**config.mk**
```make
export PLATFORM = sky130hd
export DESIGN_NAME = preemptive_priority_scheduler
export DESIGN_NICKNAME = d
export VERILOG_FILES = /design/src/hdl/psch_pkg.sv /design/src/hdl/psch_ram.sv /design/src/hdl/psch_scan.sv /design/src/hdl/preemptive_priority_scheduler.sv
export SDC_FILE = /design/constraint.sdc
export NUM_CORES = 1
export LEC_CHECK = 0
export BUFFER_PORTS_ARGS = -buffer_cell sky130_fd_sc_hd__buf_2
export CAP_MARGIN = 25
export CORE_MARGIN = 3
export CORE_UTILIZATION = 51
export CTS_CLUSTER_DIAMETER = 50
export DETAILED_ROUTE_END_ITERATION = 8
export PLACE_DENSITY = 0.7
export SETUP_SLACK_MARGIN = 0.2
export SLEW_MARGIN = 30
export SYNTH_ARGS = -nofsm -noshare
export SYNTH_HDL_FRONTEND = slang
export SYNTH_SLANG_ARGS = --single-unit
```
**constraint.sdc**
```tcl
create_clock -name clk -period 3.3 [get_ports clk]
set_input_delay 0 -clock clk [delete_from_list [all_inputs] [get_ports clk]]
set_output_delay 0 -clock clk [all_outputs]
set_load 0.02 [all_outputs]
```
**src/hdl/psch_pkg.sv**
```systemverilog
// Package for the preemptive priority scheduler: beat structs, phase codes,
// command codes and scan control. No dependencies.
package psch_pkg;

  localparam int PHASE_W = 3;
  localparam int REM_W   = 16;  // burst/remaining counter width

  localparam logic [PHASE_W-1:0] PH_EMPTY = 3'd0;
  localparam logic [PHASE_W-1:0] PH_NEW   = 3'd1;
  localparam logic [PHASE_W-1:0] PH_READY = 3'd2;
  localparam logic [PHASE_W-1:0] PH_RUN   = 3'd3;
  localparam logic [PHASE_W-1:0] PH_DONE  = 3'd4;

  localparam logic MODE_LOAD = 1'b0;
  localparam logic MODE_TICK = 1'b1;

  typedef struct packed {
    logic        mode;
    logic [3:0]  slot;
    logic [7:0]  priority_req;
    logic [15:0] arrival_time;
    logic [15:0] burst_length;
  } in_item_t;

  typedef struct packed {
    logic [15:0] tick_time;
    logic        running_valid;
    logic [3:0]  running_slot;
    logic        finished;
    logic [15:0] turnaround;
    logic [15:0] switch_total;
  } out_item_t;

  typedef struct packed {
    logic clear;    // start of a tick: forget the previous best
    logic en;       // an entry is on the read port
    logic cur_hit;  // that entry is the running task
  } scan_ctl_t;

endpackage

```
**src/hdl/psch_ram.sv**
```systemverilog
// Generic single-port-write, single-port-read RAM with registered read.
// No dependencies.
module psch_ram #(
  parameter int WIDTH = 40,
  parameter int DEPTH = 16
) (
  input  logic                     clk,
  input  logic                     we,
  input  logic [$clog2(DEPTH)-1:0] waddr,
  input  logic [WIDTH-1:0]         wdata,
  input  logic [$clog2(DEPTH)-1:0] raddr,
  output logic [WIDTH-1:0]         rdata
);

  logic [WIDTH-1:0] mem [DEPTH];
  logic [WIDTH-1:0] rdata_r;

  always_ff @(posedge clk) begin
    if (we) begin
      mem[waddr] <= wdata;
    end
    rdata_r <= mem[raddr];
  end

  assign rdata = rdata_r;

endmodule

```
**src/hdl/psch_scan.sv**
```systemverilog
// Scan unit: admission compare and best-ready tracking, one slot per cycle.
// Depends on psch_pkg.
module psch_scan #(
  parameter int TASK_SLOTS    = 16,
  parameter int PRIORITY_BITS = 8,
  parameter int TIME_BITS     = 16
) (
  input  logic                          clk,
  input  logic                          rst_n,
  input  psch_pkg::scan_ctl_t           ctl,
  input  logic [$clog2(TASK_SLOTS)-1:0] idx,
  input  logic [psch_pkg::PHASE_W-1:0]  phase_in,
  input  logic [PRIORITY_BITS-1:0]      prio_in,
  input  logic [TIME_BITS-1:0]          arr_in,
  input  logic [TIME_BITS-1:0]          now_in,
  output logic                          admit,
  output logic                          best_valid,
  output logic [$clog2(TASK_SLOTS)-1:0] best_idx,
  output logic [PRIORITY_BITS-1:0]      best_prio,
  output logic [PRIORITY_BITS-1:0]      cur_prio
);
  import psch_pkg::*;

  localparam int SLOT_W = $clog2(TASK_SLOTS);

  logic                     best_valid_r;
  logic [SLOT_W-1:0]        best_idx_r;
  logic [PRIORITY_BITS-1:0] best_prio_r;
  logic [PRIORITY_BITS-1:0] cur_prio_r;
  logic                     rdy;
  logic                     take;

  always_comb begin
    admit = ctl.en && (phase_in == PH_NEW) && (arr_in <= now_in);
    rdy   = ctl.en && ((phase_in == PH_READY) || admit);
    // strict greater keeps the lowest slot on ties
    take  = rdy && (!best_valid_r || (prio_in > best_prio_r));
  end

  always_ff @(posedge clk) begin
    if (!rst_n) begin
      best_valid_r <= 1'b0;
    end else if (ctl.clear) begin
      best_valid_r <= 1'b0;
    end else if (take) begin
      best_valid_r <= 1'b1;
    end
  end

  always_ff @(posedge clk) begin
    if (take) begin
      best_idx_r  <= idx;
      best_prio_r <= prio_in;
    end
    if (ctl.en && ctl.cur_hit) begin
      cur_prio_r <= prio_in;
    end
  end

  assign best_valid = best_valid_r;
  assign best_idx   = best_idx_r;
  assign best_prio  = best_prio_r;
  assign cur_prio   = cur_prio_r;

endmodule

```
**src/hdl/preemptive_priority_scheduler.sv**
```systemverilog
// Preemptive priority scheduler top level: sequencer, slot phases, task RAM.
// Depends on psch_pkg, psch_ram, psch_scan.
//
// Usage: drive in_item and raise start; the beat is taken at a clock edge
// with start high and busy low. A load beat (mode 0) writes one task slot in
// that same cycle and leaves busy low, so loads may follow back to back.
// A tick beat (mode 1) raises busy and steps through its states: S_SCAN
// reads the task RAM one slot per cycle and updates arrivals and the best
// ready candidate, S_DRAIN drains the RAM read stage, S_PICK picks/preempts
// and reads the running task, and S_EXEC decrements and retires it.
// The result of a tick appears on out_item with out_valid high for exactly
// one cycle, in the cycle busy falls; load beats give no result.
// The receiver cannot stall, so results are never held.
// Reset (rst_n low, synchronous) empties all slots, clears time, the running
// task and the switch count; no clearing pass is needed since task RAM data
// is only used for slots whose phase is not empty.
module preemptive_priority_scheduler #(
  parameter int TASK_SLOTS    = 16,
  parameter int PRIORITY_BITS = 8,
  parameter int TIME_BITS     = 16
) (
  input  logic                clk,
  input  logic                rst_n,
  input  logic                start,
  output logic                busy,
  input  psch_pkg::in_item_t  in_item,
  output logic                out_valid,
  output psch_pkg::out_item_t out_item
);
  import psch_pkg::*;

  localparam int SLOT_W = $clog2(TASK_SLOTS);
  localparam int WORD_W = PRIORITY_BITS + TIME_BITS + REM_W;
  localparam int TW1    = TIME_BITS + 1;

  localparam logic [2:0] S_IDLE  = 3'd0;
  localparam logic [2:0] S_SCAN  = 3'd1;
  localparam logic [2:0] S_DRAIN = 3'd2;
  localparam logic [2:0] S_PICK  = 3'd3;
  localparam logic [2:0] S_EXEC  = 3'd4;

  logic [2:0]             state_r, state_nxt;
  logic [SLOT_W-1:0]      cnt_r, cnt_nxt;
  logic                   proc_v_r;
  logic [SLOT_W-1:0]      proc_idx_r;
  logic [PHASE_W-1:0]     phase_r [TASK_SLOTS];
  logic [PHASE_W-1:0]     phase_nxt [TASK_SLOTS];
  logic [TIME_BITS-1:0]   now_r, now_nxt;
  logic [SLOT_W-1:0]      cur_slot_r, cur_slot_nxt;
  logic                   cur_valid_r, cur_valid_nxt;
  logic [15:0]            sw_r, sw_nxt;
  logic                   out_valid_r, out_valid_nxt;
  out_item_t              out_r, out_nxt;

  // RAM port signals
  logic                   we;
  logic [SLOT_W-1:0]      waddr, raddr;
  logic [WORD_W-1:0]      wdata, rdata;

  // scan unit
  scan_ctl_t              sctl;
  logic                   admit, best_valid;
  logic [SLOT_W-1:0]      best_idx;
  logic [PRIORITY_BITS-1:0] best_prio, cur_prio;

  logic                   accept, ld, slot_ok;
  logic [SLOT_W-1:0]      ld_slot;
  logic                   preempt, dispatch;
  logic [SLOT_W-1:0]      run_slot;
  logic [REM_W-1:0]       rem_cur, rem_dec;
  logic [TIME_BITS-1:0]   arr_cur;
  logic [TW1-1:0]         done_t, ta_raw;
  logic [32:0]            ta_wide;
  logic                   fin;

  psch_ram #(
    .WIDTH (WORD_W),
    .DEPTH (TASK_SLOTS)
  ) u_ram (
    .clk   (clk),
    .we    (we),
    .waddr (waddr),
    .wdata (wdata),
    .raddr (raddr),
    .rdata (rdata)
  );

  psch_scan #(
    .TASK_SLOTS    (TASK_SLOTS),
    .PRIORITY_BITS (PRIORITY_BITS),
    .TIME_BITS     (TIME_BITS)
  ) u_scan (
    .clk        (clk),
    .rst_n      (rst_n),
    .ctl        (sctl),
    .idx        (proc_idx_r),
    .phase_in   (phase_r[proc_idx_r]),
    .prio_in    (rdata[WORD_W-1 -: PRIORITY_BITS]),
    .arr_in     (rdata[REM_W +: TIME_BITS]),
    .now_in     (now_r),
    .admit      (admit),
    .best_valid (best_valid),
    .best_idx   (best_idx),
    .best_prio  (best_prio),
    .cur_prio   (cur_prio)
  );

  assign busy   = (state_r != S_IDLE);
  assign accept = start && !busy;

  always_comb begin
    slot_ok  = (32'(in_item.slot) < TASK_SLOTS);
    ld_slot  = SLOT_W'(in_item.slot);
    ld       = accept && (in_item.mode == MODE_LOAD) && slot_ok;

    preempt  = cur_valid_r && best_valid && (best_prio > cur_prio);
    dispatch = !cur_valid_r && best_valid;
    run_slot = (preempt || dispatch) ? best_idx : cur_slot_r;

    rem_cur  = rdata[REM_W-1:0];
    arr_cur  = rdata[REM_W +: TIME_BITS];
    rem_dec  = (rem_cur != '0) ? rem_cur - REM_W'(1) : rem_cur;
    fin      = cur_valid_r && (rem_dec == '0);
    done_t   = TW1'(now_r) + TW1'(1);
    ta_raw   = (done_t >= TW1'(arr_cur)) ? done_t - TW1'(arr_cur) : '0;
    ta_wide  = 33'(ta_raw);

    sctl.clear   = accept && (in_item.mode == MODE_TICK);
    sctl.en      = proc_v_r;
    sctl.cur_hit = cur_valid_r && (proc_idx_r == cur_slot_r);

    raddr = (state_r == S_PICK) ? run_slot : cnt_r;
    we    = 1'b0;
    waddr = ld_slot;
    wdata = {PRIORITY_BITS'(in_item.priority_req), TIME_BITS'(in_item.arrival_time),
             in_item.burst_length};

    state_nxt     = state_r;
    cnt_nxt       = cnt_r;
    phase_nxt     = phase_r;
    now_nxt       = now_r;
    cur_slot_nxt  = cur_slot_r;
    cur_valid_nxt = cur_valid_r;
    sw_nxt        = sw_r;
    out_valid_nxt = 1'b0;
    out_nxt       = out_r;

    if (admit) begin
      phase_nxt[proc_idx_r] = PH_READY;
    end

    unique case (state_r)
      S_IDLE: begin
        if (ld) begin
          if (cur_valid_r && (cur_slot_r == ld_slot)) begin
            cur_valid_nxt = 1'b0;
          end
          if (in_item.burst_length == '0) begin
            phase_nxt[ld_slot] = PH_EMPTY;
          end else begin
            we                 = 1'b1;
            phase_nxt[ld_slot] = PH_NEW;
          end
        end else if (accept && (in_item.mode == MODE_TICK)) begin
          cnt_nxt   = '0;
          state_nxt = S_SCAN;
        end
      end
      S_SCAN: begin
        if (cnt_r == SLOT_W'(TASK_SLOTS - 1)) begin
          state_nxt = S_DRAIN;
        end else begin
          cnt_nxt = cnt_r + SLOT_W'(1);
        end
      end
      S_DRAIN: begin
        state_nxt = S_PICK;
      end
      S_PICK: begin
        if (preempt) begin
          phase_nxt[cur_slot_r] = PH_READY;
          phase_nxt[best_idx]   = PH_RUN;
          cur_slot_nxt          = best_idx;
        end else if (dispatch) begin
          phase_nxt[best_idx] = PH_RUN;
          cur_slot_nxt        = best_idx;
          cur_valid_nxt       = 1'b1;
        end
        if ((preempt || dispatch) && (sw_r != 16'hFFFF)) begin
          sw_nxt = sw_r + 16'd1;
        end
        state_nxt = S_EXEC;
      end
      S_EXEC: begin
        // rdata holds the running task read in the pick cycle
        if (cur_valid_r) begin
          we    = 1'b1;
          waddr = cur_slot_r;
          wdata = {rdata[WORD_W-1 -: PRIORITY_BITS], arr_cur, rem_dec};
        end
        if (fin) begin
          phase_nxt[cur_slot_r] = PH_DONE;
          cur_valid_nxt         = 1'b0;
        end
        out_nxt.tick_time     = 16'(now_r);
        out_nxt.running_valid = cur_valid_r;
        out_nxt.running_slot  = cur_valid_r ? 4'(cur_slot_r) : 4'd0;
        out_nxt.finished      = fin;
        out_nxt.turnaround    = !fin ? 16'd0 :
                                (ta_wide > 33'd65535) ? 16'hFFFF : 16'(ta_raw);
        out_nxt.switch_total  = sw_r;
        out_valid_nxt         = 1'b1;
        now_nxt               = now_r + TIME_BITS'(1);
        state_nxt             = S_IDLE;
      end
      default: begin
        state_nxt = S_IDLE;
      end
    endcase
  end

  always_ff @(posedge clk) begin
    if (!rst_n) begin
      state_r     <= S_IDLE;
      proc_v_r    <= 1'b0;
      phase_r     <= '{default: PH_EMPTY};
      now_r       <= '0;
      cur_slot_r  <= '0;
      cur_valid_r <= 1'b0;
      sw_r        <= '0;
      out_valid_r <= 1'b0;
    end else begin
      state_r     <= state_nxt;
      proc_v_r    <= (state_r == S_SCAN);
      phase_r     <= phase_nxt;
      now_r       <= now_nxt;
      cur_slot_r  <= cur_slot_nxt;
      cur_valid_r <= cur_valid_nxt;
      sw_r        <= sw_nxt;
      out_valid_r <= out_valid_nxt;
    end
  end

  always_ff @(posedge clk) begin
    cnt_r      <= cnt_nxt;
    proc_idx_r <= cnt_r;
    out_r      <= out_nxt;
  end

  assign out_valid = out_valid_r;
  assign out_item  = out_r;

  // result strobe lasts one cycle
  a_strobe_single: assert property (@(posedge clk) disable iff (!rst_n)
    out_valid_r |=> !out_valid_r)
    else $error("result strobe longer than one cycle");

  // a tick ends exactly when its result is shown
  a_busy_fall_result: assert property (@(posedge clk) disable iff (!rst_n)
    $fell(busy) |-> out_valid_r)
    else $error("busy fell without a result");

  // the running task is always marked as running in the phase table
  a_cur_phase: assert property (@(posedge clk) disable iff (!rst_n)
    cur_valid_r |-> (phase_r[cur_slot_r] == PH_RUN))
    else $error("running slot not in run phase");

  a_fin_running: assert property (@(posedge clk) disable iff (!rst_n)
    (out_valid_r && out_r.finished) |-> out_r.running_valid)
    else $error("finish reported on an idle tick");

endmodule
```
Word-level counts from Yosys, hierarchy flattened
Memories as Yosys holds them, arrays and structs flattened. A register that Yosys moved wholly into a read port is not among the register bits.
Cells that the tools add are included.
Widths: inputs -> output; s select.
{"block": "word_totals", "reg_bits": 173, "latch_bits": 0, "ramBits": 640, "romBits": 0, "input_bits": 48, "elab_cells": 188, "mem_count": 1}
{"name": "u_ram.mem", "depth": 16, "word_bits": 40, "read_ports": 1, "rd_clocked_by_memory_dff": 1, "write_ports": 1, "line_no": "psch_ram.sv:15", "rtl": "logic [WIDTH-1:0] mem [DEPTH];"}
{"block": "op_classes", "n_addsub": 6, "multipliers": 0, "div_mod_pow": 0, "order_cmp": 13, "n_eq_ne": 19, "n_shift": 0, "n_mux": 50, "bitwise_logic": 25, "reduce_logical": 39}
{"op": "$mux 48", "count": 6}
{"op": "$pmux 48 s3", "count": 1}
{"op": "$and 32x32->32", "count": 4}
{"op": "$not 32->32", "count": 4}
{"op": "$mux 40", "count": 2}
{"op": "$or 16x16->16", "count": 4}
{"op": "$or 32x32->32", "count": 2}
{"op": "$and 48x48->48", "count": 1}
{"op": "$demux 3 s4", "count": 4}
{"op": "$not 48->48", "count": 1}
{"op": "$mux 4", "count": 9}
{"op": "$add 16x1->16 const B", "count": 2}
{"op": "$and 16x16->16", "count": 2}
{"op": "$logic_not 16->1", "count": 2}
{"op": "$mux 16", "count": 2}
{"op": "$mux 3", "count": 9}
{"op": "$ge 5x5->1 const B", "count": 4}
{"op": "$lt 5x1->1 const B", "count": 4}
{"op": "$not 4->5", "count": 4}
{"op": "$logic_and 1x1->1", "count": 19}
{"op": "$ne 2x2->1 const B", "count": 9}
{"op": "$add 16x1->17 const B", "count": 1}
{"op": "$ge 17x16->1", "count": 1}
{"op": "$gt 17x16->1 const B", "count": 1}
{"op": "other kinds (31)", "count": 54}

Logic depth before layout (Yosys ltp)
Gate-level depths: netlist of run 1.
{"block": "logic_depth", "depth_word": 12, "mapped_depth": 15}

By module
Synthesis of run 1 repeated with hierarchy kept, for this count alone.
{"block": "hier_totals", "hier_cells": 2441, "hier_area_um2": 36681.4}
{"mod": "psch_ram", "instances": 1, "cells_per_inst": 1040, "area_each_um2": 25132.9, "seq_area_each_um2": 20019.2}
{"mod": "preemptive_priority_scheduler", "instances": 1, "cells_per_inst": 1283, "area_each_um2": 10238.6, "seq_area_each_um2": 3623.5}
{"mod": "psch_scan", "instances": 1, "cells_per_inst": 118, "area_each_um2": 1310.0, "seq_area_each_um2": 620.6}

Least setup slack after synthesis of run 1
No wires, ideal clock.
{"block": "synth_timing", "kind": "register -> register", "start": "register cur_valid_r", "end": "memory u_ram.mem[0][0] (enable)", "setup_ps": 437, "arrival_time_ps": 3199, "required_ps": 2863, "setup_slack_ps": -336, "path_stages_with_launch": 7, "period_less_slack_ps": 3636, "path_cell_list": "dfxtp_1 > clkbuf_1 > and3_1 > clkbuf_1 > mux2i_1 > nand2_1 > nor2_1"}
{"block": "synth_between", "elab_chain_len": 4, "elab_cells_between_ends": 6, "classes_between": "6 x mux"}
{"element": "start: declaration", "line_no": "preemptive_priority_scheduler.sv:50", "rtl": "logic cur_valid_r, cur_valid_nxt;"}
{"element": "start signal: assignment", "line_no": "preemptive_priority_scheduler.sv:238", "rtl": "cur_valid_r <= cur_valid_nxt;"}
{"element": "$mux 1", "line_no": "preemptive_priority_scheduler.sv:196", "rtl": "if (cur_valid_r) begin"}
{"element": "$pmux 1 s2", "line_no": "preemptive_priority_scheduler.sv:152", "rtl": "unique case (state_r)"}
{"element": "$mux 1", "line_no": "psch_ram.sv:19", "rtl": "if (we) begin"}
{"element": "$mux 1 (not written as such)", "line_no": "psch_ram.sv:20", "rtl": "mem[waddr] <= wdata;"}
{"element": "end: declaration", "line_no": "psch_ram.sv:15"}
Several ways; a longest one is shown, not always the timed one.

Worst setup path in the final report of run 1
{"block": "layout_timing", "start": "register u_scan.best_prio_r[5], in the netlist u_scan.best_prio[5]", "end": "register u_ram.rdata_r[19], in the netlist u_ram.rdata[19] (read register of u_ram.mem)"}
{"block": "layout_between", "elab_chain_len": 5}
{"element": "start: declaration", "line_no": "psch_scan.sv:28", "rtl": "logic [PRIORITY_BITS-1:0] best_prio_r;"}
{"element": "start signal: assignment", "line_no": "psch_scan.sv:53", "rtl": "best_prio_r <= prio_in;"}
{"element": "$gt 8x8->1", "line_no": "preemptive_priority_scheduler.sv:116", "rtl": "preempt = cur_valid_r && best_valid && (best_prio > cur_prio);"}
{"element": "$logic_and 1x1->1", "line_no": "preemptive_priority_scheduler.sv:116"}
{"element": "$logic_or 1x1->1", "line_no": "preemptive_priority_scheduler.sv:118", "rtl": "run_slot = (preempt || dispatch) ? best_idx : cur_slot_r;"}
{"element": "$mux 4", "line_no": "preemptive_priority_scheduler.sv:118"}
{"element": "$mux 4", "line_no": "preemptive_priority_scheduler.sv:132", "rtl": "raddr = (state_r == S_PICK) ? run_slot : cnt_r;"}
{"element": "end: declaration", "line_no": "psch_ram.sv:16", "rtl": "logic [WIDTH-1:0] rdata_r;"}
Every way passes these cells.
A chain may end at the register's enable or synchronous reset.

==> flow_summary_export.csv, run 1 <==
group,metric,value,unit
die,fp.dieH,276,um
setup_path,reg2reg_depth,12,
setup_path,ff2ff_setup_slack,0.09,ns
setup_path,critical_path.max_fanout,14,
routing,routed_wl,95100,um
min_path,hold_path_end,"u_ram.mem[3][35]$_DFFE_PP_",
place,dp_hpwl,55700,um
die,num_rows,98,
final_layout,multi_input_area,0.0128,mm2
clocking,clockBufferDepth,3,
sta,final-max-slew-violation-count,0,
place,io_buffers,103,
sta,fin_ws,0.0893,ns
power,power_leakage,16.9,nW
place,finalWeightedCongestion,0.890,
power,pwr-share-seq,0.419,
sta,fin_crit,3.21,ns
min_path,hp-class,"input port to flop",
setup_path,cp.required,3.80,ns
grt,grt_pass1_vias,23400,
synth,post-synth-top-area-fraction,0.579,
die,core_area,0.0720,mm2
sta,hold_violations,0,
synth,yosys_register_bits,853,
setup_path,crit_type,"flop to flop",
die,io_pins,104,
synth,synth_edf_count,718,
clocking,clk_pin_slew_worst_paths,0.06,ns
final_layout,design_area,0.0456,mm2
synth,syn_area,0.0373,mm2
clocking,clk_latency,0.66,ns
routing,drt-wirelength-per-cell,24.0,um
clocking,cts_buffers,98,
min_path,min-delay-start,"in_item[35]",
final_layout,layout.cells.non_filler,3960,
setup_path,crit_arrival,3.71,ns
routing,drt-vias-per-instance,5.90,
final_layout,seqCellArea,0.0243,mm2
clocking,cts_tree,"built",
synth,synth_top_cell_by_area,"edfxtp_1",
clocking,cts.sinks,853,
synth,synth-async-reset-ratio,0,
sta,fin_skew,0.0321,ns
setup_path,crit_path_start_kind,"flop",
routing,antenna_left,0,
sta,rsz0062_at_grt,"yes",
synth,synth_cell_types,72,
routing,drt_iter0_drc,2168,
synth,synthesis.instances,2592,
die,start_util,0.518,
die,die_x,276,um
setup_path,end_kind,"flop",
setup_path,rr_startpoint,"u_scan.best_prio[5]$_DFFE_PP_",
place,preCtsSetupSlack,-0.272,ns
power,power.switching,8.30,mW
place,place_area,0.0404,mm2
grt,grt_max_degree,67,
synth,ys_seq_area_frac,0.651,
grt,antenna_found_initial,1,
sta,slew_headroom,0.392,
sta,worst_pin_slew,0.910,ns
min_path,hold_depth,3,
power,pwr_density_cell,656,mW/mm2
sta,hold_slack,0.00571,ns
power,power_frac_comb,0.213,
power,power_frac_clock,0.368,
grt,grt-ovfl-total,0,
setup_path,r2r-end,"u_ram.rdata[19]$_DFF_P_",
power,p_total,29.9,mW
outcome,outcome,"finished clean",
final_layout,syn_to_final_growth,22.4,%
power,intPower,21.6,mW
die,die_area,0.0763,mm2
routing,vias,23300,
grt,grt.total_usage,0.238,
synth,synthTopCellsByArea,"edfxtp_1 (58%), mux2i_1 (16%), dfxtp_1 (7.3%)",
synth,synth-main-ff-cell,"edfxtp_1",
synth,synth_fp_nets,2693,
place,dp_cells,3684,
power,max-vdd-ir-drop,0.537,mV
clocking,cts-root-buf,"clkbuf_16",
clocking,htreeDepth,3,
sta,setup-violations-final,0,
synth,synth_area_per_cell,14.4,um2
synth,yosys_warnings,0,
routing,dr.pass1.iters,6,
final_layout,drive_gt1_frac,0.218,
sta,fin_crit_sh,0.973,
routing,drc,0,
flow_run,drv_cap,0,
final_layout,fillCellCount,5126,
final_layout,layout.nets,3029,
power,p_sw_frac,0.278,
sta,fmax,0.311,GHz
grt,grt_pass1_wl,140000,um
## worst max-delay path, cell delays in order (launching register included)
cell,delay [ns]
edfxtp_1,0.43
ha_4,0.24
a211o_1,0.29
o211ai_1,0.21
and4_4,0.33
nor3_4,0.07
buf_4,0.16
mux2i_4,0.20
o21ai_4,0.27
buf_4,0.22
buf_16,0.19
mux2i_1,0.29
mux2i_2,0.15
## logic make-up after synthesis
| family | Yosys count | share of synthesized area |
|---|---|---|
| muxes | 628 | 0.173 |
| AOI/OAI and AO/OA | 316 | 0.0556 |
| buffers and inverters | 208 | 0.0244 |
| and+or+nand+nor | 469 | 0.0619 |
| DFF | 853 | 0.651 |
| adders and majority gates | 53 | 0.0180 |
| xor gates and xnor gates | 65 | 0.0155 |
## per-layer routing
layer	wire, um	share of wire	track usage	up-vias
li1	-	-	-	10500
met1	41100	0.43	0.330	11700
met2	45000	0.47	0.384	898
met3	6270	0.066	0.0396	226
met4	2680	0.028	0.0823	0
met5	0	0	0	-
## how the worst max path moves through the flow
| stage | slack [ns] | from | to |
|---|---|---|---|
| 2_1_floorplan | -0.34 | cur_valid_r$_SDFFE_PN0P_ | u_ram.mem[0][0]$_DFFE_PP_ |
| 3_3_place_gp | -0.13 | now_r[6]$_SDFFE_PN0P_ | out_item[18]$_SDFFCE_PN0P_ |
| 3_5_place_dp | -0.27 | now_r[6]$_SDFFE_PN0P_ | out_item[23]$_SDFFCE_PN0P_ |
| 4_1_cts | 0.12 | now_r[1]$_SDFFE_PN0P_ | out_item[18]$_SDFFCE_PN0P_ |
| 5_1_grt | -0.06 | u_scan.best_prio[5]$_DFFE_PP_ | u_ram.rdata[2]$_DFF_P_ |
| 6_report | 0.09 | u_scan.best_prio[5]$_DFFE_PP_ | u_ram.rdata[19]$_DFF_P_ |
## layout by cell type, fill, tap and decap left out, types with 34 or more instances in the layout
| cell type | n |
|---|---|
| edfxtp_1 | 718 |
| mux2i_1 | 592 |
| nand2_1 | 171 |
| buf_4 | 147 |
| dfxtp_1 | 127 |
| clkbuf_16 | 109 |
| buf_2 | 103 |
| a21oi_1 | 87 |
| nor2_1 | 79 |
| inv_1 | 70 |
| ha_1 | 50 |
| o21ai_0 | 48 |
| xnor2_1 | 48 |
| o21a_1 | 37 |
| buf_12 | 37 |
| nand3_1 | 36 |
| dlygate4sd3_1 | 34 |
## cell type report
class,count,area share
Timing Repair Buffer,369,0.0814
Tap cell,950,0.0261
Inverter,75,0.00617
Sequential cell,853,0.533
Clock buffer,117,0.0574
Antenna cell,1,0.0000549
Multi-Input combinational cell,1531,0.280
Clock inverter,64,0.0161
## state kept, by name (all words and copies together), names as in the netlist, 8 cells and up
signal,count
u_ram.mem,640
out_item,54
phase_r,48
u_ram.rdata,40
now_r,16
sw_r,16
u_scan.best_prio,8
u_scan.cur_prio,8
## metrics by stage
step,TNS [ns],util
6_report,0,0.633
5_1_grt,-0.984,0.633
4_1_cts,0,0.620
3_5_place_dp,-4.06,0.562
3_3_place_gp,-1.88,0.562
2_1_floorplan,-92.08,-
## power groups by stage
stage | Combinational [mW] | Clock (mW) | Sequential, mW
2_1_floorplan | 3.80 | 0 | 12.5
3_3_place_gp | 5.30 | 0 | 12.7
3_5_place_dp | 5.40 | 0 | 12.7
4_1_cts | 5.88 | 11.1 | 12.5
5_1_grt | 6.82 | 11.6 | 12.6
6_report | 6.38 | 11.0 | 12.5
## what timing repair did
| item | CTS | global route |
|---|---|---|
| buffers inserted | 8 | 33 |
| endpoints found under the setup margin | 44 | 195 |
| cloned | 8 | 11 |
| hold buffers | 34 | 0 |
| pin swaps | 5 | 22 |
| hold endpoints to repair | 452 | 0 |
| gates resized for setup | 33 | 87 |
## cell usage after synthesis, types with 4 or more instances
master / n
nand4_1: 23
o31ai_1: 4
a31oi_1: 10
a21oi_1: 93
nor3_2: 8
xor2_1: 16
nor2_1: 96
inv_1: 75
clkbuf_1: 56
o211ai_1: 4
a21boi_0: 15
ha_1: 52
nor3b_1: 4
o32ai_1: 11
a21oi_2: 10
a32o_1: 17
nand2b_1: 8
nor3_1: 30
o21a_1: 37
buf_1: 6
dfxtp_1: 135
o22ai_1: 24
a21o_1: 13
mux4_2: 14
xnor2_1: 48
edfxtp_1: 718
or3_1: 11
nor2b_1: 17
nand3b_1: 7
and2_1: 7
or2_2: 5
nand3_1: 42
buf_2: 64
o21ai_0: 56
nand2_1: 175
and3_1: 5
nor4_1: 13
mux2i_1: 613
No activity file was read; power rests on OpenSTA's default activity.
==> run 2, diff against run 1 <==
ABC_AREA = 1   (was default)
CORE_MARGIN = 4   (was 3)
TNS_END_PERCENT = 10   (was default)
==> run 2 against run 1 <==
  * Critical path depth up 8
  * Non-clock buffer count increased by 30
  * Final area rose by 7.6%
  * Flip-flop and latch count did not move
  * Area after synthesis increased by 9.9%
  * Via count up 42%
  * Critical endpoint is now out_item[25]$_SDFFCE_PN0P_
==> flow_summary_export.csv, run 2 <==
group,metric,value,unit
min_path,hp-class,"input port to flop",
synth,post-synth-top-area-fraction,0.526,
clocking,clockBufferDepth,3,
routing,drt-wirelength-per-cell,21.4,um
setup_path,cp-startpoint,"now_r[0]$_SDFFE_PN0P_",
final_layout,largest-register,"u_ram.mem",
setup_path,crit_type,"flop to flop",
die,core_area,0.0793,mm2
sta,slew_headroom,0.369,
setup_path,crit_path_start_kind,"flop",
clocking,cts_tree,"built",
routing,vias,33100,
die,die_area,0.0849,mm2
sta,final-max-slew-violation-count,0,
clocking,clk_latency,0.68,ns
synth,synth-main-ff-cell,"edfxtp_1",
synth,synthTopCellsByArea,"edfxtp_1 (53%), nand2_1 (10%), nand3_1 (8.1%)",
final_layout,drive_gt1_frac,0.150,
synth,yosys_warnings,0,
sta,fin_skew,0.0409,ns
min_path,min-delay-start,"in_item[16]",
place,finalWeightedCongestion,0.965,
place,preCtsSetupSlack,-0.444,ns
power,pwr_density_cell,573,mW/mm2
grt,grt_pass1_wl,184000,um
routing,drt-vias-per-instance,5.74,
synth,synth_cell_types,50,
flow_run,drv_cap,0,
grt,grt_max_degree,128,
clocking,htreeDepth,3,
synth,synth_area_per_cell,9.41,um2
die,io_pins,104,
setup_path,cp.required,3.81,ns
synth,yosys_register_bits,853,
sta,fin_setup_tns,0,ns
setup_path,crit_arrival,3.76,ns
power,power_leakage,20.1,nW
place,dp_hpwl,73800,um
grt,grt-ovfl-total,0,
clocking,cts_buffers,102,
final_layout,layout.nets,4725,
sta,fin_ws,0.0489,ns
synth,synth.most_common_cell,"nand2_1",
synth,ys_top_cells_by_count,"nand2_1 (1106), edfxtp_1 (718), nand3_1 (660), inv_1 (481), nor2_1 (267)",
setup_path,rr_startpoint,"now_r[0]$_SDFFE_PN0P_",
die,start_util,0.517,
synth,synthesis.instances,4355,
sta,hold_slack,0.0107,ns
sta,setup-violations-final,0,
die,num_rows,103,
die,fp.dieH,291,um
sta,fmax,0.308,GHz
place,dp_cells,5495,
clocking,cts.sinks,853,
grt,grt_pass1_vias,31000,
outcome,outcome,"finished clean",
synth,synth-async-reset-ratio,0,
clocking,cts-root-buf,"clkbuf_16",
synth,ys_seq_area_frac,0.592,
sta,rsz0062_at_grt,"yes",
synth,synth_fp_nets,4456,
setup_path,critical_path.max_fanout,6,
final_layout,finish.utilization,0.619,
clocking,clk_pin_slew_worst_paths,0.06,ns
grt,antenna_found_initial,2,
sta,worst_pin_slew,0.946,ns
routing,dr.pass1.iters,6,
final_layout,diodes,0,
synth,synth_edf_count,718,
final_layout,largest_reg_flops,640,
grt,grt.total_usage,0.278,
final_layout,layout.cells.non_filler,5763,
synth,synth_top_cell_by_area,"edfxtp_1",
final_layout,layout_common_cells,"nand2_1 (1099), edfxtp_1 (718), nand3_1 (654), inv_1 (472), nor2_1 (229)",
place,io_buffers,103,
sta,hold_violations,0,
routing,routed_wl,123000,um
routing,antenna_left,0,
final_layout,syn_to_final_growth,19.8,%
routing,drc,0,
sta,fin_crit,3.25,ns
synth,syn_area,0.0410,mm2
sta,fin_crit_sh,0.985,
power,max-vdd-ir-drop,0.474,mV
setup_path,end_kind,"flop",
final_layout,fillCellCount,6359,
die,die_x,291,um
final_layout,layout_commonest_cell,"nand2_1",
routing,drt_iter0_drc,3948,
==> run 2: cell types whose count changed in the layout (fill, tap and decap cells not counted), moves of 42 or more <==
cell and delta:
mux2i_1 -592, nand2_1 +928, nand3b_1 +195, nand3_1 +618, a21oi_1 +61, nand3_2 +42, nor2_1 +150, inv_1 +402
==> run 2: cell type report <==
| cell class | instances | area (um2) | share of cell area |
|---|---|---|---|
| clock buffer | 141 | 2860 | 0.0583 |
| clock inverter | 52 | 699 | 0.0143 |
| tap | 1050 | 1310 | 0.0268 |
| multi-input combinational | 2773 | 14300 | 0.292 |
| inverter | 495 | 1870 | 0.0381 |
| timing repair buffer | 399 | 3740 | 0.0763 |
| sequential | 853 | 24300 | 0.495 |
==> run 2: worst paths after layout <==
path | depth (start not counted) | slack, ns | end
worst min-delay path | 3 | 0.01 | u_ram.mem[9][16]$_DFFE_PP_
worst min register to register | 0 | 0.42 | out_item[41]$_DFFE_PP_
worst max register to register | 20 | 0.05 | out_item[25]$_SDFFCE_PN0P_
worst max-delay path | 20 | 0.05 | out_item[25]$_SDFFCE_PN0P_
==> run 2: through the flow <==
stage	area [um2]	total power, mW
2_1_floorplan	41000	14.8
3_3_place_gp	44300	16.3
3_5_place_dp	44300	16.3
4_1_cts	48600	28.0
5_1_grt	49100	29.1
6_report	49100	28.1
==> run 2: metal layers <==
layer	track usage	share of wire	up-vias
met5	0	0	-
met4	0.0956	0.036	0
met3	0.0477	0.10	316
met2	0.437	0.45	1804
met1	0.393	0.41	15700
li1	-	-	15200
==> run 2: cell families after synthesis <==
group / after synthesis / share of synthesized area
adder cells (fa/ha/maj): 53 / 0.0164
buffers and inverters: 730 / 0.0719
AO/OA/AOI/OAI: 312 / 0.0429
XOR/XNOR: 31 / 0.00663
flip-flops: 853 / 0.592
AND/OR/NAND/NOR: 2376 / 0.270
==> run 2: repair_timing <==
item	in CTS	in global routing
pin swaps	20	21
hold endpoints to repair	493	0
setup buffers	17	16
hold buffers	34	0
setup endpoints to repair	19	674
cloned	1	7
resized for setup	49	60
==> run 2: worst max-delay path, cell delays in order, from the launching register on <==
cell and delay [ns]:
dfxtp_2 0.36, buf_6 0.11, ha_4 0.15, nand2_4 0.06
nor2_4 0.09, nand2_2 0.08, nor2_4 0.10, nand2_2 0.08
nor3_4 0.15, xor2_1 0.22, inv_1 0.11, ha_4 0.17
inv_2 0.06, o21bai_1 0.09, a21o_1 0.22, a221oi_4 0.29
o21ai_4 0.12, xnor2_4 0.27, clkbuf_16 0.21, nor2_2 0.03
nor2_1 0.10
==> run 2: report_power, final <==
part / internal, mW / switching (mW)
Combinational: 1.41 / 2.81
Sequential: 11.9 / 0.294
Clock: 7.04 / 4.65
Total: 20.4 / 7.76
